`config.mk`:
```
export PLATFORM = sky130hd
export DESIGN_NAME = mfde_front
export DESIGN_NICKNAME = d
export VERILOG_FILES = /design/src/sv/mfde_pkg.sv /design/src/sv/mfde_front.sv
export SDC_FILE = /design/constraint.sdc
export NUM_CORES = 1
export LEC_CHECK = 0
export ABC_AREA = 0
export BUFFER_PORTS_ARGS = -buffer_cell sky130_fd_sc_hd__buf_4
export CAP_MARGIN = 20
export CORE_ASPECT_RATIO = 1.75
export CORE_MARGIN = 8
export CORE_UTILIZATION = 40
export CTS_BUF_LIST = sky130_fd_sc_hd__clkbuf_8
export DETAILED_ROUTE_END_ITERATION = 16
export HOLD_SLACK_MARGIN = 0.08
export SETUP_SLACK_MARGIN = 0.3
export SLEW_MARGIN = 20
export SYNTH_ARGS = -nofsm -noshare
export SYNTH_HDL_FRONTEND = slang
export SYNTH_SLANG_ARGS = --single-unit
```
`constraint.sdc`:
```
create_clock -name i_clk -period 3.9 [get_ports i_clk]
set_input_delay 0.78 -clock i_clk [delete_from_list [all_inputs] [get_ports i_clk]]
set_output_delay 0.78 -clock i_clk [all_outputs]
set_load 0.02 [all_outputs]
```
`src/sv/mfde_pkg.sv`:
```
`timescale 1ns / 1ps
`default_nettype none
package mfde_pkg;

    localparam logic [2:0] KIND_PIXEL = 3'd0;
    localparam logic [2:0] KIND_HLINE = 3'd1;
    localparam logic [2:0] KIND_VLINE = 3'd2;
    localparam logic [2:0] KIND_RECT  = 3'd3;
    localparam logic [2:0] KIND_GLYPH = 3'd4;
    localparam logic [2:0] KIND_READ  = 3'd5;

    localparam int GLYPH_BITS = 48;

    typedef enum logic [1:0] {
        OP_DRAW,
        OP_READ,
        OP_NOP
    } t_op;

    typedef struct packed {
        t_op         op;
        logic [2:0]  kind;
        logic [6:0]  pos_x;
        logic [5:0]  pos_y;
        logic [7:0]  span_w;
        logic [6:0]  span_h;
        logic [6:0]  border;
        logic        ink;
        logic [47:0] glyph_bits;
        logic        large_glyph;
        logic [9:0]  read_index;
    } t_cmd;

    typedef struct packed {
        logic pop;
        logic clearing;
    } t_bstat;

    typedef enum logic [2:0] {
        ST_CLEAR,
        ST_IDLE,
        ST_GEN,
        ST_WRITE,
        ST_READ,
        ST_RDATA,
        ST_DONE
    } t_state;

endpackage
`default_nettype wire

```
`src/sv/mfde_front.sv`:
```
`timescale 1ns / 1ps
`default_nettype none
module mfde_front (
    input  wire                  i_clk,
    input  wire                  i_rst_n,
    input  wire                  i_s_tvalid,
    output logic                 o_s_tready,
    input  wire [95:0]           i_s_tdata,
    input  wire [2:0]            i_s_tuser,
    output logic                 o_q_valid,
    output mfde_pkg::t_cmd       o_q_cmd,
    input  mfde_pkg::t_bstat     i_stat
);
    import mfde_pkg::*;

    t_cmd       r_mem [2];
    logic       r_wp;
    logic       r_rp;
    logic [1:0] r_cnt;
    t_cmd       n_cmd;
    logic       push;
    logic       pop;

    always_comb begin
        n_cmd.kind        = i_s_tuser;
        n_cmd.pos_x       = i_s_tdata[6:0];
        n_cmd.pos_y       = i_s_tdata[12:7];
        n_cmd.span_w      = i_s_tdata[20:13];
        n_cmd.span_h      = i_s_tdata[27:21];
        n_cmd.border      = i_s_tdata[34:28];
        n_cmd.ink         = i_s_tdata[35];
        n_cmd.glyph_bits  = i_s_tdata[83:36];
        n_cmd.large_glyph = i_s_tdata[84];
        n_cmd.read_index  = i_s_tdata[94:85];
        case (i_s_tuser)
            KIND_PIXEL, KIND_HLINE, KIND_VLINE, KIND_RECT, KIND_GLYPH: n_cmd.op = OP_DRAW;
            KIND_READ: n_cmd.op = OP_READ;
            default:   n_cmd.op = OP_NOP;
        endcase
    end

    assign o_s_tready = (r_cnt != 2'd2);
    assign push       = i_s_tvalid && o_s_tready;
    assign pop        = i_stat.pop && (r_cnt != 2'd0);
    assign o_q_valid  = (r_cnt != 2'd0);
    assign o_q_cmd    = r_mem[r_rp];

    always_ff @(posedge i_clk) begin
        if (push) begin
            r_mem[r_wp] <= n_cmd;
        end
        if (!i_rst_n) begin
            r_wp  <= 1'b0;
            r_rp  <= 1'b0;
            r_cnt <= 2'd0;
        end else begin
            if (push) begin
                r_wp <= ~r_wp;
            end
            if (pop) begin
                r_rp <= ~r_rp;
            end
            r_cnt <= r_cnt + {1'b0, push} - {1'b0, pop};
        end
    end
endmodule
`default_nettype wire

```
Word-level counts from Yosys, hierarchy flattened
Memories as Yosys holds them, arrays and structs flattened. A register that Yosys moved wholly into a read port is not among the register bits.
Index checks and enable logic that the tools add are counted.
- add/sub/neg operators: 2
- eq/ne operators: 6
- mux-type cells: 5
- bitwise operators: 2
- reductions and logical operators: 5
- operators by type and width (kind ; number):
    3-bit by 2-bit == test with 1-bit output, second input constant ; 2
    3-bit == test, second input constant ; 2
    5-bit OR reduction ; 1
    1-bit two-way mux ; 4
    2-bit case mux with 2 select lines ; 1
    3-bit by 1-bit == test with 1-bit output, second input constant ; 1
    3-bit logical NOT ; 1
    2-bit by 1-bit adder with 2-bit output ; 1
    1-bit logical AND ; 2
    2-bit inequality test, second input constant ; 1
    1-bit inverter ; 2
    2-bit nonzero test ; 1
    2-bit by 1-bit subtractor with 2-bit output ; 1
- register bits after elaboration: 4
- memory bits (writable): 200
- output and inout port bits: 102
- logic and storage cells: 24
- memories: 1
- memories (name ; depth ; bits a word ; read ports ; clocked after memory_dff ; write ports ; RTL line ; RTL):
    r_mem ; 2 ; 100 ; 1 ; 1 ; 1 ; mfde_front.sv:16 ; t_cmd r_mem [2];

Logic depth before layout (Yosys ltp)
Gate-level depths: netlist of run 1.
- word-level depth: 4
- gate-level depth with buffers: 6
- depth with buffers taken out: 6

Worst setup path before layout of run 1
OpenSTA, ideal clock, no wires.
- path kind: input to register
- from: input i_s_tvalid
- to: memory r_mem[1][0] in the netlist's numbering (enable)
- library setup time: 0.471 ns
- arrival time: 3.146 ns
- data required time: 3.429 ns
- path slack: 0.283 ns
- stages on the path: 1
- path buffers: 0
- cells stage by stage: and3_1
- longest elaborated chain between the ends: 3
- ends and longest elaborated chain (what ; RTL line ; RTL):
    from (decl) ; mfde_front.sv:6 ; input wire i_s_tvalid,
    1-bit logical AND ; mfde_front.sv:43 ; assign push = i_s_tvalid && o_s_tready;
    1-bit two-way mux ; mfde_front.sv:49 ; if (push) begin
    1-bit two-way mux (implied by the code) ; mfde_front.sv:50 ; r_mem[r_wp] <= n_cmd;
    to (decl) ; mfde_front.sv:16 ;
No other way between the ends.

==> results.md, run 1 <==
- Mean cell area of the mapped netlist: around 22 µm²
- Initial Utilization: 40.7%
- Reg power frac: between 40 and 50%
- Commonest cells after routing, fill and taps aside: buf_4 (208), edfxtp_1 (200), mux2_2 (100)
- Largest net degree at the start of global routing: 61
- Placer Congestion: a little over 0.7
- Setup bufs post-CTS: 0
- Die ar.: 23700 µm²
- Max-slew violations: 0
- Syn Std Cell Area: between 7000 and 8000 µm²
- CTS resizes: 0
- First-pass GRT wire length: 23500 µm
- Gr busiest metal: met2
- Reg clk slew, reported paths: roughly 0.070 ns
- Congestion Overflow GR: 0
- Worst path required time: 3.12 ns
- Status: complete, no violations
- P_leak: 3.67 nW
- Endpoints failing setup: 0
- Vias: 3860
- Fillers: roughly 1.6k
- CTS tree: built
- CORE AREA: about 18000 µm²
- RSZ-0062 raised after global routing: no
- Top delay family on crit path: flip-flops
- Final hold viol count: 0
- Die width: roughly 120 µm
- Worst-path maximum fanout: 60
- Residual DRC: 0
- Row count: 66
- Layout Nets: roughly 680
- FF-to-FF End: r_mem[0][11]$_DFFE_PP_
- Tmin final: approximately 3 ns
- Internal reg-to-reg setup slack: 1.76 ns
- Yosys warnings: 0
- CTS H-tree depth: 1
- Synth Register Bits: 205
- DR WL/cell: roughly 19 µm
- Share of layout cells above drive strength 1: 59.4%
- Antenna violations before repair: 1
- Syn nets: approximately 450
- Die Y: about 200 µm
- Vias in the first global route: 4362
- Critical path class: reg -> out
- Setup crit start kind: flip-flop
- PD cells: approximately 580 nW/µm²
- Io pins: around 210
- Area growth, synth to finish: 30.2%
- Detail Route Antenna Nets: 0
- # hold bufs at CTS: 0
- Worst-Skew Late Latency: 0.52 ns
- Cell variety after synth: 25
- Vias per cell: roughly 4.7
- Yosys top cell area share: between 70% and 80%
- DRT Pass-1 Iters: 6
- Maximum VDD drop: roughly 0.00039 V
- Clock network power share: between 20% and 30%
- Synthesized netlist cell count: 342
- Hold Crit Class: in -> reg
- GR Layer Usage met2: 25.6%
- Crit path capture type: primary output
- Clk Tree Root Cell: clkbuf_8
- Fmax: about 0.33 GHz
- Hold depth: 1
- Drt initial violations: 196
- Tcrit/Tclk final: 77.2%
- R2R depth: 4
- Psw: around 1.6 mW
- CP bufs+invs: 2
- Worst R2R Start: r_cnt[0]$_SDFF_PN0_
- Least-Margin Pin Slew: slightly above 0.8 ns
- Sink Count: ~210
- Inserted Clock Buffers: 29
- Skew final: 0.0169 ns
- CP Depth: 3
- Area leader, netlist: edfxtp_1
- Final WS setup: slightly below 0.9 ns
- Max Cap Viol: 0
- CP endpoint: o_q_cmd[84]
- Cells along the critical path: buf_12 > mux2_2 > buf_4
- GR Layer Usage met3: approximately 3.7%
- Internal Pwr Total: between 4 and 5 mW
- Total GRT Usage: around 13%
- CP max-delay cell: dfxtp_4
- Max clock buf depth: 3
- Post-synthesis sequential area ratio: between 80% and 90%
- Switching Share: about 28%
- Synth area leaders: edfxtp_1 (80%), mux2_2 (15%), buf_6 (1.6%)
- Fin Setup TNS: 0 ns
- Met1 usage: approximately an eighth
- Drt total wl: 15800 µm
- CP arrival: about 2.2 ns
- Setup WS pre-CTS: 1.39 ns
- CP peak stage delay: between 0.7 and 0.8 ns
- Post-DP HPWL: roughly 11000 µm
- PortBufs: between 200 and 250
- Gate power share: a little over a quarter
- Worst slew margin: ~45%
- Commonest non-fill, non-tap cell in the layout: buf_4
area by class of cell:
class	count	area, µm²	share of cell area, %
diodes	1	2.50	0.0255
clock buffers	29	399	4.07
clock inverters	21	91.3	0.930
inverters	1	6.26	0.0637
multi-input cells	125	1310	13.3
flip-flops and latches	205	6110	62.2
well taps	238	298	3.03
repair buffers	210	1600	16.3
metal layers:
| metal | vias to the layer above | part of all wire (%) |
|---|---|---|
| met5 | - | 0 |
| met4 | 0 | 3.3 |
| met3 | 35 | 6.8 |
| met2 | 134 | 58 |
| met1 | 1873 | 32 |
| li1 | 1818 | - |
how the worst min path moves through the flow:
stage / startpoint / to / slack, ns
2_1_floorplan: r_wp$_SDFFE_PN0P_ / r_wp$_SDFFE_PN0P_ / 0.53
3_5_place_dp: r_rp$_SDFFE_PN0P_ / flip-flop / 0.58
4_1_cts: i_s_tdata[46] / r_mem[0][21]$_DFFE_PP_ / 0.39
6_report: i_s_tdata[11] / r_mem[0][86]$_DFFE_PP_ / 0.43
5_1_grt: i_s_tdata[91] / r_mem[1][6]$_DFFE_PP_ / 0.39
3_3_place_gp: r_wp$_SDFFE_PN0P_ / r_wp$_SDFFE_PN0P_ / 0.57
metrics by stage:
step,hold slack (ns),cell area (µm²),std cells,utilization [%],power [mW]
after floorplan,0.526,7540,342,-,3.76
after global placement,0.574,9320,779,50.4,4.35
after detailed placement,0.576,9320,779,50.4,4.38
after CTS,0.394,9810,829,53.1,5.83
after global routing,0.392,9820,830,53.1,5.98
final,0.430,9820,830,53.1,5.72
state kept, by name, summed over array words and instances (netlist names), named ones only:
name   cells
r_wp       1
r_cnt      2
r_mem    200
r_rp       1
power by group through the flow:
stage	sequential, mW	combinational, mW	clock, mW
final	2.78	1.51	1.43
after global routing	2.81	1.60	1.57
after CTS	2.79	1.55	1.49
after detailed placement	2.83	1.54	0
after global placement	2.82	1.53	0
after floorplan	2.78	0.982	0
worst reg2reg max path: cells and delay by family, from the launching register on:
family / cells / cell delay (ns)
buffers and inverters: 2 / 1.01
DFF: 1 / 0.44
and+or+nand+nor: 2 / 0.38
cell usage after synthesis (all sizes together):
master    n
edfxtp  200
mux2    100
buf      11
dfxtp     5
and2      4
a21bo     2
nand2b    2
nor2      2
o21ai     2
a211oi    1
a21boi    1
a32oi     1
and3      1
and3b     1
ha        1
inv       1
mux2i     1
nand2     1
nand3     1
nand3b    1
nor2b     1
or2       1
xnor2     1
logic make-up (layout without fill, tap and decap cells):
kind of cell	count (synthesis)	count (layout)	synth area share, %
multiplexers	101	101	15.1
flip-flops	205	205	81.0
AO/OA/AOI/OAI	7	7	0.764
other	0	1	0
AND/OR/NAND/NOR	15	15	1.18
XOR/XNOR	1	1	0.116
adder cells (fa/ha/maj)	1	1	0.166
buffers and inverters	12	261	1.69
No activity file was read; power rests on OpenSTA's default activity.
==> run 2, diff against run 1 <==
--- a/config.mk
+++ b/config.mk
@@ -5,7 +5,7 @@
 export SDC_FILE = /design/constraint.sdc
 export NUM_CORES = 1
 export LEC_CHECK = 0
-export ABC_AREA = 0
+export ABC_AREA = 1
 export BUFFER_PORTS_ARGS = -buffer_cell sky130_fd_sc_hd__buf_4
 export CAP_MARGIN = 20
 export CORE_ASPECT_RATIO = 1.75
@@ -14,6 +14,7 @@
 export CTS_BUF_LIST = sky130_fd_sc_hd__clkbuf_8
 export DETAILED_ROUTE_END_ITERATION = 16
 export HOLD_SLACK_MARGIN = 0.08
+export PLACE_DENSITY = 0.66
 export SETUP_SLACK_MARGIN = 0.3
 export SLEW_MARGIN = 20
 export SYNTH_ARGS = -nofsm -noshare
==> constraint.sdc (replaced) <==
create_clock -name i_clk -period 2.5 [get_ports i_clk]
set_input_delay 0.5 -clock i_clk [delete_from_list [all_inputs] [get_ports i_clk]]
set_output_delay 0.5 -clock i_clk [all_outputs]
set_load 0.02 [all_outputs]
==> results.md, run 2 <==
- Most flop-heavy register: r_mem (unchanged)
- Share of layout cells above drive strength 1: 59.4% (about the same)
- Post-synthesis async set-or-reset flop share: 0% (unchanged)
- Reg clk slew, reported paths: 0.07 ns (about the same)
- Internal reg-to-reg setup slack: 0.89 ns (was 1.76 ns)
- Post-DP HPWL: 11800 µm (was 11100 µm)
- CP Depth: 4 (was 3)
- Synth top cells by count: edfxtp_1 (200), mux2_4 (100), nand2_1 (13) (was edfxtp_1 (200), mux2_2 (100), buf_6 (11))
- Total GRT Usage: 12.8% (was 13.0%)
- Tmin final: 2.18 ns
- CP endpoint: o_q_cmd[66] (was o_q_cmd[84])
- Xor/xnor cell area share of the yosys netlist: 0.110% (was 0.116%)
- Status: complete, no violations (unchanged)
- CTS H-tree depth: 1 (unchanged)
- Final hold viol count: 0 (unchanged)
- # diodes: 0 (was 1)
- Hold Crit Class: in -> reg (unchanged)
- Maximum VDD drop: 0.000588 V (was 0.000389 V)
- P_leak: 4.22 nW (was 3.67 nW)
- Max clock buf depth: 3 (unchanged)
- PD cells: 993 nW/µm² (was 582 nW/µm²)
- CP peak stage delay: 0.38 ns (was 0.71 ns)
- Area leader, netlist: edfxtp_1 (unchanged)
- Clk Tree Root Cell: clkbuf_8 (unchanged)
- Cell variety after synth: 12 (was 25)
- Skew final: 0.00927 ns (was 0.0169 ns)
- Synth area leaders: edfxtp_1 (75%), mux2_4 (19%), buf_12 (2.5%) (was edfxtp_1 (80%), mux2_2 (15%), buf_6 (1.6%))
- Least-Margin Pin Slew: 0.500 ns (was 0.825 ns)
- CORE AREA: 19700 µm² (was 18500 µm²)
- Final core occ: 54.0% (was 53.1%)
- Top delay family on crit path: buffers and inverters (was flip-flops)
- Top-count cell post-synth: edfxtp_1 (unchanged)
- PortBufs: 203 (unchanged)
- Setup crit start kind: flip-flop (unchanged)
- Top Registers: r_mem (200), r_cnt (2) (unchanged)
- Worst slew margin: 66.7% (was 45.0%)
- Vias per cell: 4.64 (was 4.65)
- CP max-delay cell: dfxtp_4 (unchanged)
- Synthesized netlist cell count: 351 (was 342)
- Fmax: approximately 0.46 GHz
- Initial Utilization: 40.5% (was 40.7%)
- CTS tree: built (unchanged)
- Fillers: 1565 (was 1558)
- Crit path capture type: primary output (unchanged)
- Critical path class: reg -> out (unchanged)
- Layout Nets: 700 (was 677)
- CP bufs+invs: 3 (was 2)
- Worst path required time: 2.00 ns (was 3.12 ns)
- FF-to-FF End: r_cnt[1]$_SDFF_PN0_ (was r_mem[0][11]$_DFFE_PP_)
- Worst R2R Start: r_cnt[1]$_SDFF_PN0_ (was r_cnt[0]$_SDFF_PN0_)
- Max FFs per register: 200 (unchanged)
- Worst-Skew Late Latency: 0.52 ns (about the same)
- Mean cell area of the mapped netlist: 22.7 µm² (was 22.0 µm²)
- Commonest cells after routing, fill and taps aside: edfxtp_1 (200), buf_4 (176), mux2_4 (100) (was buf_4 (208), edfxtp_1 (200), mux2_2 (100))
- Fin Setup TNS: 0 ns (unchanged)
- Top cell by count, worst path: buf_12
- Worst-path maximum fanout: 14 (was 60)
- # hold bufs at CTS: 0 (unchanged)
- Post-synthesis adder-cell area fraction: 0.157% (was 0.166%)
- RSZ-0062 raised after global routing: yes (was no)
- Drt initial violations: 118 (was 196)
- Post-synthesis compound-gate area fraction: 0.0628% (was 0.764%)
- Predominant post-synthesis flop cell: edfxtp_1 (unchanged)
- Post-Synth Simple-Gate Area: 1.15% (was 1.18%)
- Max Cap Viol: 0 (unchanged)
- R2R depth: 10 (was 4)
- Yosys warnings: 0 (unchanged)
- Tcrit/Tclk final: between 80% and 90%
- Commonest non-fill, non-tap cell in the layout: edfxtp_1 (was buf_4)
- Die width: 123 µm (was 120 µm)
- Area growth, synth to finish: 33.3% (was 30.2%)
- Detail Route Antenna Nets: 0 (unchanged)
- Main combinational cell family by area after synthesis: multiplexers (unchanged)
- Sink Count: 205 (unchanged)
- Placer Congestion: 0.739 (was 0.724)
- Max-slew violations: 0 (unchanged)
- EDFF count, synth: 200 (unchanged)
- First-pass GRT wire length: 24200 µm (was 23500 µm)
- Post-synthesis sequential area ratio: 76.6% (was 81.0%)
- Vias in the first global route: 4463 (was 4362)
- Yosys top cell area share: 75.4% (was 79.7%)
- Row count: 68 (was 66)
- DRT Pass-1 Iters: 4 (was 6)
- DR WL/cell: 19.5 µm (was 19.1 µm)
- Mux share of post-synthesis cell area: 18.8% (was 15.1%)
- Io pins: 206 (unchanged)
- Endpoints failing setup: 0 (unchanged)
- Die Y: 203 µm (was 198 µm)
- Drt total wl: 16800 µm (was 15800 µm)
- Inserted Clock Buffers: 29 (unchanged)
- Die ar.: 24900 µm² (was 23700 µm²)
- Syn nets: 456 (was 447)
- Largest net degree at the start of global routing: 68 (was 61)
- Syn Std Cell Area: 7970 µm² (was 7540 µm²)
- Vias: 3998 (was 3860)
- Cells along the critical path: buf_12 > buf_12 > mux2_4 > buf_4 (was buf_12 > mux2_2 > buf_4)
- Synth Register Bits: 205 (unchanged)
- Residual DRC: 0 (unchanged)
- Antenna violations before repair: 1 (unchanged)
- CP arrival: 1.68 ns (was 2.23 ns)
- Congestion Overflow GR: 0 (unchanged)
==> run 2: changes by cell type in the layout (fill, tap and decap cells not counted), moves of 7 or more <==
cell / delta
buf_6: +33
inv_1: +7
buf_4: -32
mux2_2: -100
nand2_1: +10
mux2_4: +100
==> run 2: where the power goes <==
part | total, mW | internal, mW | switching [mW]
Combinational | 3.81 | 1.97 | 1.84
Sequential | 4.50 | 4.36 | 0.141
Clock | 2.23 | 1.08 | 1.15
==> run 2: worst reg2reg max path: cells and delay by family (launching register included) <==
family                   cells  cell delay, ns
flip-flops                   1            0.42
buffers and inverters        1            0.05
adder cells (fa/ha/maj)      1            0.20
XOR/XNOR                     1            0.11
AND/OR/NAND/NOR              7            0.70
==> run 2: what timing repair did <==
action / in CTS / in global routing
gates resized for setup: 2 / 37
setup buffers: 6 / 0
endpoints found under the setup margin: 100 / 99
gates cloned: 0 / 3
hold endpoints to repair: 0 / 0
==> run 2: worst min-delay path by stage <==
stage | startpoint | endpoint | slack [ns] | cells past startpoint
after floorplan | r_rp$_SDFFE_PN0P_ | flip-flop | 0.47 | 2
after global placement | r_rp$_SDFFE_PN0P_ | r_rp$_SDFFE_PN0P_ | 0.48 | 2
after detailed placement | r_rp$_SDFFE_PN0P_ | flip-flop | 0.49 | 2
after CTS | i_s_tdata[64] | r_mem[1][39]$_DFFE_PP_ | 0.10 | 1
after global routing | i_s_tdata[64] | r_mem[1][39]$_DFFE_PP_ | 0.11 | 1
final | i_s_tdata[64] | r_mem[1][39]$_DFFE_PP_ | 0.16 | 1
==> run 2: logic make-up after synthesis <==
family                   after synthesis
adder cells (fa/ha/maj)                1
flip-flops                           205
AND/OR/NAND/NOR                       24
multiplexers                         100
buffers and inverters                 19
XOR/XNOR                               1
AO/OA/AOI/OAI                          1
==> run 2: layout make-up <==
cell class                 count  area [µm²]  area share (%)
tap                          245         307            2.89
sequential                   205        6110            57.5
clock inverter                23        93.8           0.884
clock buffer                  29         399            3.76
multi-input combinational    127        1660            15.6
inverter                       8        30.0           0.283
timing repair buffer         224        2020            19.0
==> run 2: layer usage <==
layer / share of wire [%] / global-route usage (%)
met1: 31 / 11.0
met2: 59 / 25.2
met4: 3.4 / 6.13
met3: 7.4 / 3.92
met5: 0.077 / 0
==> run 2: per-stage QoR <==
step / setup WS [ns] / hold WS (ns) / std cells / power (mW) / area [µm²]
3_3_place_gp: 0.502 / 0.485 / 800 / 8.03 / 9810
2_1_floorplan: 0.0229 / 0.467 / 351 / 6.90 / 8010
3_5_place_dp: 0.494 / 0.494 / 800 / 8.11 / 9810
6_report: 0.319 / 0.157 / 861 / 10.5 / 10600
4_1_cts: 0.265 / 0.100 / 858 / 10.5 / 10400
5_1_grt: 0.239 / 0.105 / 861 / 11.0 / 10600
